<file path="config.mk">
export PLATFORM = sky130hd
export DESIGN_NAME = pidc_controller
export DESIGN_NICKNAME = d
export VERILOG_FILES = /design/src/hw/rtl/pidc_pkg.sv /design/src/hw/rtl/pidc_controller.sv
export VERILOG_INCLUDE_DIRS = /design/src /design/src/hw/rtl
export SDC_FILE = /design/constraint.sdc
export NUM_CORES = 1
export LEC_CHECK = 0
export BUFFER_PORTS_ARGS = -buffer_cell sky130_fd_sc_hd__buf_2
export CAP_MARGIN = 20
export CORE_ASPECT_RATIO = 0.5
export CORE_MARGIN = 2
export CORE_UTILIZATION = 30
export DETAILED_ROUTE_END_ITERATION = 8
export PLACE_DENSITY = 0.51
export SLEW_MARGIN = 20
export SYNTH_ARGS = -nofsm -noshare
export SYNTH_HDL_FRONTEND = slang
export SYNTH_SLANG_ARGS = --single-unit
</file>
<file path="constraint.sdc">
create_clock -name clk -period 5.45 [get_ports clk]
set_input_delay 0.2725 -clock clk [delete_from_list [all_inputs] [get_ports clk]]
set_output_delay 0.2725 -clock clk [all_outputs]
set_load 0.05 [all_outputs]
</file>
<file path="src/hw/rtl/pid_controller_step_unit_defines.svh">
// assertion macros shared by the pid step unit rtl
// needs signals clk and rst_n in the scope where a macro is used
`ifndef PID_CONTROLLER_STEP_UNIT_DEFINES_SVH
`define PID_CONTROLLER_STEP_UNIT_DEFINES_SVH

// same-cycle implication, checked outside reset
`define PIDC_ASSERT_SAME(lbl, ante, cons, msg) \
    lbl: assert property (@(posedge clk) disable iff (!rst_n) (ante) |-> (cons)) \
        else $error(msg);

// next-cycle implication, checked outside reset
`define PIDC_ASSERT_NEXT(lbl, ante, cons, msg) \
    lbl: assert property (@(posedge clk) disable iff (!rst_n) (ante) |=> (cons)) \
        else $error(msg);

`endif

</file>
<file path="src/hw/rtl/pidc_pkg.sv">
// shared types, codes and fixed point helpers for the pid step unit
// no dependencies
package pidc_pkg;

    typedef logic signed [67:0] wide_t;

    localparam logic signed [33:0] QPi    = 34'sd205887;
    localparam logic signed [33:0] QTwoPi = 34'sd411774;
    localparam logic [16:0]        QOne   = 17'd65536;

    localparam wide_t Max32 = 68'sd2147483647;
    localparam wide_t Min32 = -68'sd2147483648;

    typedef enum logic [1:0] {
        OP_MEAS  = 2'd0,
        OP_RATE  = 2'd1,
        OP_PAUSE = 2'd2,
        OP_ALIAS = 2'd3
    } op_code_t;

    typedef enum logic [2:0] {
        R_GAIN_P   = 3'd0,
        R_GAIN_I   = 3'd1,
        R_GAIN_D   = 3'd2,
        R_STEP     = 3'd3,
        R_WEIGHT   = 3'd4,
        R_OUT_LIM  = 3'd5,
        R_INT_LIM  = 3'd6,
        R_MODE     = 3'd7
    } reg_idx_t;

    typedef enum logic [4:0] {
        C_NONE,
        C_LOAD,
        C_X_FB,
        C_X_ERR,
        C_DIV_WRAP,
        C_SET_DIFF,
        C_SET_ERR,
        C_MUL_F1,
        C_MUL_F2,
        C_SET_FILT,
        C_MUL_P,
        C_SET_P,
        C_MUL_T,
        C_SET_T,
        C_DIV_DYN,
        C_SET_EKI,
        C_MUL_I,
        C_SET_I,
        C_MUL_D,
        C_DIV_D,
        C_SET_D,
        C_OUT
    } pidc_cmd_t;

    typedef struct packed {
        logic measured;
        logic wrap;
        logic dyn;
        logic div_done;
        logic out_full;
        logic out_free;
    } pidc_status_t;

    // floor((v + 2^(s-1)) / 2^s)
    function automatic wide_t rnd_shr(input wide_t v, input int unsigned s);
        wide_t half;
        half = wide_t'(1) <<< (s - 1);
        return (v + half) >>> s;
    endfunction

    function automatic logic signed [31:0] sat32(input wide_t v);
        logic signed [31:0] r;
        if (v > Max32)
            r = 32'sh7fffffff;
        else if (v < Min32)
            r = 32'sh80000000;
        else
            r = v[31:0];
        return r;
    endfunction

    function automatic logic signed [31:0] clamp_sym(input wide_t v, input logic [30:0] lim);
        wide_t l;
        wide_t nl;
        logic signed [31:0] r;
        l  = wide_t'({37'b0, lim});
        nl = -l;
        if (v > l)
            r = l[31:0];
        else if (v < nl)
            r = nl[31:0];
        else
            r = v[31:0];
        return r;
    endfunction

    function automatic logic [32:0] abs32(input logic signed [31:0] x);
        logic signed [32:0] w;
        w = 33'(x);
        return w[32] ? 33'(-w) : 33'(w);
    endfunction

endpackage

</file>
<file path="src/hw/rtl/pidc_controller.sv">
// sequencer of the pid step unit, issues at most one datapath command per cycle, none while it waits
// depends on pidc_pkg and pid_controller_step_unit_defines.svh
`include "pid_controller_step_unit_defines.svh"

module pidc_controller (
    input  logic                   clk,
    input  logic                   rst_n,
    input  logic                   in_valid,
    output logic                   in_ready,
    input  pidc_pkg::pidc_status_t status,
    output pidc_pkg::pidc_cmd_t    cmd
);

    localparam int Ns = 27;

    typedef enum logic [Ns-1:0] {
        S_IDLE      = Ns'(1) << 0,
        S_START     = Ns'(1) << 1,
        S_XFB       = Ns'(1) << 2,
        S_WFB_DIV   = Ns'(1) << 3,
        S_WFB_WAIT  = Ns'(1) << 4,
        S_SETDIFF   = Ns'(1) << 5,
        S_MF1       = Ns'(1) << 6,
        S_MF2       = Ns'(1) << 7,
        S_SETFILT   = Ns'(1) << 8,
        S_XERR      = Ns'(1) << 9,
        S_WERR_DIV  = Ns'(1) << 10,
        S_WERR_WAIT = Ns'(1) << 11,
        S_SETERR    = Ns'(1) << 12,
        S_MP        = Ns'(1) << 13,
        S_SETP      = Ns'(1) << 14,
        S_MT        = Ns'(1) << 15,
        S_SETT      = Ns'(1) << 16,
        S_DYN_DIV   = Ns'(1) << 17,
        S_DYN_WAIT  = Ns'(1) << 18,
        S_SETEKI    = Ns'(1) << 19,
        S_MI        = Ns'(1) << 20,
        S_SETI      = Ns'(1) << 21,
        S_MD        = Ns'(1) << 22,
        S_DDIV      = Ns'(1) << 23,
        S_DWAIT     = Ns'(1) << 24,
        S_SETD      = Ns'(1) << 25,
        S_OUT       = Ns'(1) << 26
    } pidc_state_t;

    pidc_state_t state_reg, state_next;

    logic accepted;
    logic in_wait;
    logic out_cmd;

    always_ff @(posedge clk or negedge rst_n)
    begin
        if (!rst_n)
            state_reg <= S_IDLE;
        else
            state_reg <= state_next;
    end

    always_comb
    begin
        state_next = state_reg;
        cmd        = pidc_pkg::C_NONE;
        in_ready   = 1'b0;
        case (state_reg)
            S_IDLE:
            begin
                in_ready = 1'b1;
                if (in_valid)
                begin
                    cmd        = pidc_pkg::C_LOAD;
                    state_next = S_START;
                end
            end
            S_START: state_next = status.measured ? S_XFB : S_XERR;
            S_XFB:
            begin
                cmd        = pidc_pkg::C_X_FB;
                state_next = status.wrap ? S_WFB_DIV : S_SETDIFF;
            end
            S_WFB_DIV:
            begin
                cmd        = pidc_pkg::C_DIV_WRAP;
                state_next = S_WFB_WAIT;
            end
            S_WFB_WAIT: if (status.div_done) state_next = S_SETDIFF;
            S_SETDIFF:
            begin
                cmd        = pidc_pkg::C_SET_DIFF;
                state_next = S_MF1;
            end
            S_MF1:
            begin
                cmd        = pidc_pkg::C_MUL_F1;
                state_next = S_MF2;
            end
            S_MF2:
            begin
                cmd        = pidc_pkg::C_MUL_F2;
                state_next = S_SETFILT;
            end
            S_SETFILT:
            begin
                cmd        = pidc_pkg::C_SET_FILT;
                state_next = S_XERR;
            end
            S_XERR:
            begin
                cmd        = pidc_pkg::C_X_ERR;
                state_next = status.wrap ? S_WERR_DIV : S_SETERR;
            end
            S_WERR_DIV:
            begin
                cmd        = pidc_pkg::C_DIV_WRAP;
                state_next = S_WERR_WAIT;
            end
            S_WERR_WAIT: if (status.div_done) state_next = S_SETERR;
            S_SETERR:
            begin
                cmd        = pidc_pkg::C_SET_ERR;
                state_next = S_MP;
            end
            S_MP:
            begin
                cmd        = pidc_pkg::C_MUL_P;
                state_next = S_SETP;
            end
            S_SETP:
            begin
                cmd        = pidc_pkg::C_SET_P;
                state_next = S_MT;
            end
            S_MT:
            begin
                cmd        = pidc_pkg::C_MUL_T;
                state_next = S_SETT;
            end
            S_SETT:
            begin
                cmd        = pidc_pkg::C_SET_T;
                state_next = status.dyn ? S_DYN_DIV : S_SETEKI;
            end
            S_DYN_DIV:
            begin
                cmd        = pidc_pkg::C_DIV_DYN;
                state_next = S_DYN_WAIT;
            end
            S_DYN_WAIT: if (status.div_done) state_next = S_SETEKI;
            S_SETEKI:
            begin
                cmd        = pidc_pkg::C_SET_EKI;
                state_next = S_MI;
            end
            S_MI:
            begin
                cmd        = pidc_pkg::C_MUL_I;
                state_next = S_SETI;
            end
            S_SETI:
            begin
                cmd        = pidc_pkg::C_SET_I;
                state_next = S_MD;
            end
            S_MD:
            begin
                cmd        = pidc_pkg::C_MUL_D;
                state_next = status.measured ? S_DDIV : S_SETD;
            end
            S_DDIV:
            begin
                cmd        = pidc_pkg::C_DIV_D;
                state_next = S_DWAIT;
            end
            S_DWAIT: if (status.div_done) state_next = S_SETD;
            S_SETD:
            begin
                cmd        = pidc_pkg::C_SET_D;
                state_next = S_OUT;
            end
            S_OUT:
            begin
                if (status.out_free)
                begin
                    cmd        = pidc_pkg::C_OUT;
                    state_next = S_IDLE;
                end
            end
            default: state_next = S_IDLE;
        endcase
    end

    assign accepted = in_valid && in_ready;
    assign in_wait  = (state_reg == S_WFB_WAIT) || (state_reg == S_WERR_WAIT) ||
                      (state_reg == S_DYN_WAIT) || (state_reg == S_DWAIT);
    assign out_cmd  = (cmd == pidc_pkg::C_OUT);

    `PIDC_ASSERT_NEXT(a_accept_starts, accepted, state_reg == S_START, "accepted item did not start")
    `PIDC_ASSERT_SAME(a_done_in_wait, status.div_done, in_wait, "divider finished outside a wait")
    `PIDC_ASSERT_NEXT(a_out_written, out_cmd, status.out_full, "result write did not raise valid")

endmodule
</file>
# Word-level counts from Yosys, hierarchy flattened
# Cells that the tools add are included.
# totals
reg_bits,27
in_bits,9
out_inout_bits,6
wordCells,52
# classes
eq_ne,33
muxes,16
n_reduce_logical,2
# ops
op,n
case mux 27 bit (27 select lines),1
2-to-1 mux 27 bit,6
case mux 5 bit (21 select lines),1
"== test 27 x 1 -> 1 bit, second input constant",1
"== test 27 x 10 -> 1 bit, second input constant",1
"== test 27 x 11 -> 1 bit, second input constant",1
"== test 27 x 12 -> 1 bit, second input constant",1
"== test 27 x 13 -> 1 bit, second input constant",1
"== test 27 x 14 -> 1 bit, second input constant",1
"== test 27 x 15 -> 1 bit, second input constant",1
"== test 27 x 16 -> 1 bit, second input constant",1
"== test 27 x 17 -> 1 bit, second input constant",1
"== test 27 x 18 -> 1 bit, second input constant",1
"== test 27 x 19 -> 1 bit, second input constant",1
"== test 27 x 2 -> 1 bit, second input constant",1
"== test 27 x 20 -> 1 bit, second input constant",1
"== test 27 x 21 -> 1 bit, second input constant",1
"== test 27 x 22 -> 1 bit, second input constant",1
"== test 27 x 23 -> 1 bit, second input constant",1
"== test 27 x 24 -> 1 bit, second input constant",1
"== test 27 x 25 -> 1 bit, second input constant",1
"== test 27 x 26 -> 1 bit, second input constant",1
"== test 27 bit, second input constant",1
"== test 27 x 3 -> 1 bit, second input constant",1
other kinds (16),22

# Logic depth before layout (Yosys ltp)
# Gate-level depths: netlist of run 1.
# logic_depth
ltp_word,3
mapped_depth,8
depth_no_buf,6

# Worst setup path before layout of run 1
# No wires, ideal clock.
# synth_timing
path_kind,flip-flop to output port
start,register state_reg[23]
end,output cmd[0]
arrival_ns,3.026
required_time_ns,5.178
slack_ns,2.151
stages_incl_launch_ff,8
n_path_buf,1
path_cell_list,dfrtp_1 -> buf_2 -> nor4_1 -> nand4b_1 -> nor3_1 -> inv_1 -> nor2_1 -> nand4b_1
# synth_via
elab_chain_cells,3
word_cells_on_any_way,24
cone_classes,eq/ne (22); mux (1); reduce/logical (1)
# synth_lines
item,line_no,text
"start, declared",pidc_controller.sv:46,"pidc_state_t state_reg, state_next;"
"start signal, assigned",pidc_controller.sv:57,state_reg <= state_next;
== test 27 x 11 -> 1 bit / == test 27 x 4 -> 1 bit (equally long branches),pidc_controller.sv:65,case (state_reg)
OR reduction 2 bit (no line),--,
case mux 5 bit (21 select lines) (*),pidc_controller.sv:65,
"end, declared",pidc_controller.sv:11,output pidc_pkg::pidc_cmd_t cmd
# Mark *: on every way between the ends. The rest lies on a longest branch, timed or not.

# Final worst setup path of run 1
# layout_timing
start,register state_reg[23]
end,output cmd[1]
# Same word-level chain as after synthesis.

==> results list, run 1 <==
* GRT Residual Overflow: 0
- Fraction of layout instances using a drive strength above 1: 15.10%
* Number of distinct library cell variants in the gate-level netlist after synthesis: 43
- The largest total area in the synthesized netlist belongs to sky130_fd_sc_hd__dfrtp_1.
- Number of antenna violations at the first check in global routing: 0
* Root buffer selected by CTS: sky130_fd_sc_hd__clkbuf_8
* Largest voltage drop on the vdd net: 0.0001155 V
- Setup violations, final: 0
- For this design, the CTS-stage hold fixing added 0 buffers.
- The critical path in this run is classified as reg -> out.
* Leak Pwr: 0.8376 nW
- After synthesis, the mean cell area works out to 9.286 um^2.
- Min-delay worst type: in -> async
* Wire length of the first global-routing pass: 7141 um
- Peak Freq: 0.2833 GHz
- Summing every instance area after synthesis gives 1653 um^2.
- The top cell type by area accounts for 39.36% of the synthesized area.
* Largest net degree at the start of global routing: 28
- During synthesis, Yosys emitted a total of 0 warnings.
- Including well taps, the total number of placed cells is 261.
- The hold violation total from the final report is 0.
- Shortest period the worst path allows: 3.529 ns
- Die X-Extent: 109.0 um
* Number of primary I/O pins: 15
- In the routed design, unresolved DRC markers number 0.
* Outcome: finished clean
- Once layout is complete, the cells apart from fillers number 265.
* Worst clock skew on the final layout: 0.01111 ns
* Number of routed nets with antenna violations: 0
- For the worst-skew pair, the clock arrives at the later sink with an insertion delay of 0.28 ns.
* Largest fanout on the critical path: 14
- CTS sink count: 27
* HPWL Detailed: 3250 um
- Number of synthesized register bits: 27
- Resized cells post-CTS: 0
- TritonCTS Buffers: 3
- STA puts the critical path data required time at 5.18 ns.
* Count of nets after finishing: 202
- Counting cells, the worst reg-to-reg path comes to 6.
* Actual transition at the worst max-transition pin: 1.081 ns
- Combined area of the multi-input logic cells: 934.6 um^2
* Number of flip-flops in the largest register: 27
- Sequential elements use 40.95% of the synthesized area.
- After clock tree synthesis, the clock-pin slew on the worst setup and hold paths is 0.10 ns.
* Commonest cells after routing, fill and taps aside: sky130_fd_sc_hd__dfrtp_1, sky130_fd_sc_hd__nor2_1, sky130_fd_sc_hd__nor3_1, sky130_fd_sc_hd__buf_2
- Post-CTS timing repair inserted 0 buffers for setup.
* Average detailed-routed wire length per instance: 16.28 um
* Number of port buffers: 13
* Total Neg Setup Slack: 0 ns
- Of the available clock period, the critical path in the final layout requires 64.76%.
- In the routed layout, each cell is associated on average with a via count of 5.608.
- Ant. Diodes: 0
- Most common cell after layout, fill and taps aside: sky130_fd_sc_hd__dfrtp_1
- Routability-driven placement finished with a final weighted congestion of 0.8875.
- The floorplan has 19 rows.
- The tool flagged a number of max-cap violations equal to 0.
- The die covers 6155 um^2.
- Maximum number of buffers from clock root to sink: 2
* Drt first pass iters: 4
- Placeable core region: 5396 um^2
- The detailed router placed 1486 vias in this run.
* Startpoint Class: flip-flop
- Arrival time reported for the critical path endpoint: 3.26 ns
* Filler Cell Count: 542
* Setup repair after global routing missed its margin: false
- Worst slew margin relative to its limit: 26.04%
- The via count of the first global-routing pass came to 1394.
- STA classifies the critical path endpoint as an output pin.
* Number of nets produced by synthesis: 187
* Routed WL: 4314 um
* Post-Synthesis Cells: 178
- In this run the number of H-tree levels came out at 1.
* Power Dens Cells: 342.0 nW/um^2
- Relative to the synthesized area, the layout overhead comes to 11.28%.
- For this configuration, the core starts out at a cell density of 30.63%.
- After the first detailed-routing iteration, the DRC count stood at 53.
* Max-slew violation count: 0
- The floorplan step set the die height to 56.49 um.
- Cell types with the largest area share after synthesis: sky130_fd_sc_hd__dfrtp_1, sky130_fd_sc_hd__nor3_1, sky130_fd_sc_hd__nor4_1
* Global routing usage summed across all routing layers: 15.02%
* Area of all sequential standard cells: 676.9 um^2
* TritonCTS clock tree: yes
==> power breakdown <==
| part | internal (mW) | switching, mW | total (mW) |
|---|---|---|---|
| combinational | 0.0860 | 0.190 | 0.276 |
| sequential | 0.215 | 0.0219 | 0.237 |
| clock | 0.0524 | 0.0635 | 0.116 |
| total | 0.354 | 0.275 | 0.629 |
==> cells in the mapped netlist, drive strengths merged <==
master and count:
dfrtp 26, a21oi 5, nor2 18, and3b 1, or3b 1, or3 3, nand4b 8, and4 1
a21o 3, nand3 5, nand3b 2, o32ai 1, a2111oi 2, or4b 1, nor2b 4, o21a 2
xor2 2, o21ba 1, o21bai 1, nand4 6, and2 1, and4b 1, nor4b 6, a311oi 1
nor3 18, a22oi 1, dfstp 1, and3 1, inv 7, nand2b 4, buf 3, o2bb2ai 1
nand2 13, o21ai 4, or4 1, nor4 18, nor3b 2, xnor2 2
==> worst paths after layout <==
kind / startpoint / to / slack (ns)
setup / recovery: state_reg[23] / cmd[1] / 1.92
hold / removal: rst_n / state_reg[11] / 0.01
setup reg to reg: state_reg[23] / state_reg[0] / 2.56
hold reg to reg: state_reg[22] / state_reg[21] / 0.55
max in group asynchronous: rst_n / state_reg[7] / 5.02
min in group clk: in_valid / state_reg[0] / 0.17
==> final cells by class <==
| cell class | instances | area share (%) |
|---|---|---|
| clock buffers | 4 | 2.449 |
| flip-flops and latches | 27 | 36.80 |
| multi-input cells | 141 | 50.82 |
| inverters | 7 | 1.429 |
| well taps | 73 | 4.966 |
| repair buffers | 13 | 3.537 |
==> per-layer routing <==
layer,GRT usage (%),up-vias,share of wire (%)
met4,2.381,0,1.1
met2,23.16,33,45
met1,22.13,732,50
li1,-,715,-
met3,2.904,6,4.1
met5,0,-,0
==> critical path: stages, from the launching register on <==
cell and delay [ns]:
sky130_fd_sc_hd__dfrtp_1 0.50, sky130_fd_sc_hd__nor4_1 0.51, sky130_fd_sc_hd__nand4b_1 0.58, sky130_fd_sc_hd__nor4_1 0.71, sky130_fd_sc_hd__a2111oi_0 0.28, sky130_fd_sc_hd__o21ai_0 0.14, sky130_fd_sc_hd__buf_2 0.28
==> metrics by stage <==
stage          hold slack, ns  instance area, um^2  util (%)  setup slack, ns  power, mW
6_report              0.01075                 1839     34.08            1.921     0.6290
5_1_grt               0.04697                 1839     34.08            1.537     0.6704
4_1_cts               0.03195                 1839     34.08            1.944     0.6294
3_5_place_dp           0.3304                 1794     33.25            2.272     0.5130
3_3_place_gp           0.3289                 1794     33.25            2.245     0.5153
2_1_floorplan        -0.02309                 1653         -            2.151     0.4470
==> logic make-up (layout without fill, tap and decap cells) <==
| family | after synthesis | after routing | synth area share, % |
|---|---|---|---|
| XOR/XNOR | 4 | 4 | 2.120 |
| buffers and inverters | 10 | 24 | 2.498 |
| flip-flops | 27 | 27 | 40.95 |
| AO/OA/AOI/OAI | 22 | 22 | 9.387 |
| AND/OR/NAND/NOR | 115 | 115 | 45.04 |
(Power assumes the default switching activity.)
==> run 2: changes to the inputs <==
--- a/config.mk
+++ b/config.mk
@@ -12,7 +12,7 @@
 export CORE_MARGIN = 2
 export CORE_UTILIZATION = 30
 export DETAILED_ROUTE_END_ITERATION = 8
-export PLACE_DENSITY = 0.51
+export PLACE_DENSITY = 0.53
 export SLEW_MARGIN = 20
 export SYNTH_ARGS = -nofsm -noshare
 export SYNTH_HDL_FRONTEND = slang
==> constraint.sdc (replaced) <==
create_clock -name clk -period 2.8 [get_ports clk]
set_input_delay 0.14 -clock clk [delete_from_list [all_inputs] [get_ports clk]]
set_output_delay 0.14 -clock clk [all_outputs]
set_load 0.05 [all_outputs]
==> results list, run 2 (synthesis results as in run 1) <==
* Outcome: finished clean
- The worst pin sits at a relative slew slack of 55.81%.
- Final count of hold timing violations: 0
- In the final timing run, aggregate negative setup slack is 0 ns.
- Shortest period the worst path allows: 2.669 ns
* Routed WL: 4563 um
- Setup violations remaining at the end of the flow were counted as 0.
- Clock insertion delay at the later pin of the skew report: 0.27 ns
- After filler insertion, the fill cell instance count of the layout stands at 538.
- At the worst endpoint, the arrival time is 2.53 ns.
- Via count normalized by instance count: 5.551
* Largest fanout on the critical path: 6
* Power Dens Cells: 663.3 nW/um^2
- In the final layout, flip-flops and latches occupy 678.2 um^2.
- After legalization and detailed placement, the total HPWL measured 3431 um.
* Area growth syn-to-layout: 24.91%
- The detailed router finished its first iteration with 47 violations.
- The count of nets left with antenna violations once routing finished came out at 0.
- Combined area of the multi-input logic cells: 985.9 um^2
* Count of nets after finishing: 220
* TritonCTS Buffers: 3
* Commonest cells after routing, fill and taps aside: sky130_fd_sc_hd__dfrtp_1, sky130_fd_sc_hd__nor2_1, sky130_fd_sc_hd__buf_4, sky130_fd_sc_hd__nor3_1, sky130_fd_sc_hd__nand2_1
- The setup path with the least slack is of type reg -> out.
- Max-cap violations in this run came to 0.
* Leak Pwr: 0.9587 nW
* Floorplan row count: 19
- The first global-routing pass estimated 7672 um of wire.
- The design draws 1.369 mW.
- Floorplan die area: 6155 um^2
* Startpoint Class: flip-flop
- The worst setup path is captured at an output pin.
- During placement, the flow inserted port buffers numbering 13.
* Setup repair after global routing missed its margin: false
- VDD sags by at most 0.0002041 V.
- At the worst endpoint, the required time is 2.66 ns.
- Min-delay worst type: in -> reg
- Max-slew violation count: 0
* Routability Congestion: 0.8642
* Global routing usage summed across all routing layers: 16.24%
* Placeable core region: 5396 um^2
- The initial antenna violation count came to 0.
* GRT Residual Overflow: 0
- The repair_antennas step left the layout with diodes totalling 0.
- Final Hold Slack: 0.03283 ns
- Starting utilization of the core area: 30.63%
- Average detailed-routed wire length per instance: 16.12 um
* Die X-Extent: 109.0 um
- In the routed design, unresolved DRC markers number 0.
- Cells fill 38.26% of the core in the end.
- Leaving out fill and tap cells, the most frequent cell in the layout is sky130_fd_sc_hd__dfrtp_1.
* Number of global-route vias before repair: 1545
* Fraction of layout instances using a drive strength above 1: 25.71%
* Vias after detailed routing: 1571
- Number of flip-flops in the largest register: 27
- Static timing analysis puts the maximum clock frequency at 0.3746 GHz.
* Number of primary I/O pins: 15
- Actual transition at the worst max-transition pin: 0.6462 ns
- Largest net degree at the start of global routing: 28
- Crit share post-route: 95.34%
- CTS built an H-tree with a depth of 1.
- Worst-path clk slew: 0.10 ns
- Drt first pass iters: 4
- No sink is reached through more buffers than the 2 on the longest clock path.
* TritonCTS clock tree: yes
* DIE HEIGHT: 56.49 um
* Root buffer selected by CTS: sky130_fd_sc_hd__clkbuf_8
- On the final layout, the worst clock skew is 0.004004 ns.
- CTS sink count: 27
[run 2: area by class of cell]
type,count,share of cell area [%]
Timing Repair Buffer,31,11.45
Clock buffer,3,2.000
Clock inverter,1,0.2424
Inverter,7,1.273
Multi-Input combinational cell,141,47.76
Sequential cell,27,32.85
Tap cell,73,4.424
[run 2: critical path, stage by stage, from the launching register on]
cell and delay [ns]:
sky130_fd_sc_hd__dfrtp_1 0.47, sky130_fd_sc_hd__nor4_4 0.41, sky130_fd_sc_hd__nand2_2 0.10, sky130_fd_sc_hd__or4_4 0.56, sky130_fd_sc_hd__or3_4 0.37, sky130_fd_sc_hd__o21ai_1 0.17
sky130_fd_sc_hd__buf_6 0.18
[run 2: final timing paths]
path	start	to	slack, ns	depth (start not counted)
min in group asynchronous	rst_n	state_reg[20]	0.41	2
hold reg to reg	state_reg[22]	state_reg[21]	0.57	1
max in group asynchronous	rst_n	state_reg[11]	1.93	2
hold / removal	in_valid	state_reg[0]	0.03	2
setup / recovery	state_reg[4]	cmd[1]	0.13	6
setup reg to reg	state_reg[18]	state_reg[24]	0.33	9
[run 2: timing repair]
item	4_1_cts	5_1_grt
buffers inserted	3	2
pin swaps	2	4
endpoints found under the setup margin	4	4
resized for setup	5	8
hold buffers	1	0
endpoints found under the hold margin	26	0
[run 2: layer usage]
metal / share of wire, % / global-route usage (%) / vias up
li1: - / - / 758
met1: 46 / 22.78 / 768
met2: 47 / 25.47 / 37
met3: 5.0 / 3.717 / 8
met4: 1.8 / 3.663 / 0
met5: 0 / 0 / -
[run 2: stage by stage]
| stage | cell area, um^2 | std cells | setup WS [ns] |
|---|---|---|---|
| 6_report | 2064 | 283 | 0.1305 |
| 5_1_grt | 2064 | 283 | 0.006308 |
| 3_3_place_gp | 1914 | 273 | 0.2133 |
| 3_5_place_dp | 1914 | 273 | 0.1690 |
| 4_1_cts | 2019 | 281 | 0.04314 |
| 2_1_floorplan | 1658 | 178 | 0.07379 |
[run 2: power by group]
| part | switching (mW) | internal, mW | leakage, nW | total [mW] |
|---|---|---|---|---|
| clock network | 0.124 | 0.0998 | 0.0255 | 0.224 |
| registers | 0.0429 | 0.419 | 0.371 | 0.462 |
| logic | 0.406 | 0.277 | 0.562 | 0.683 |
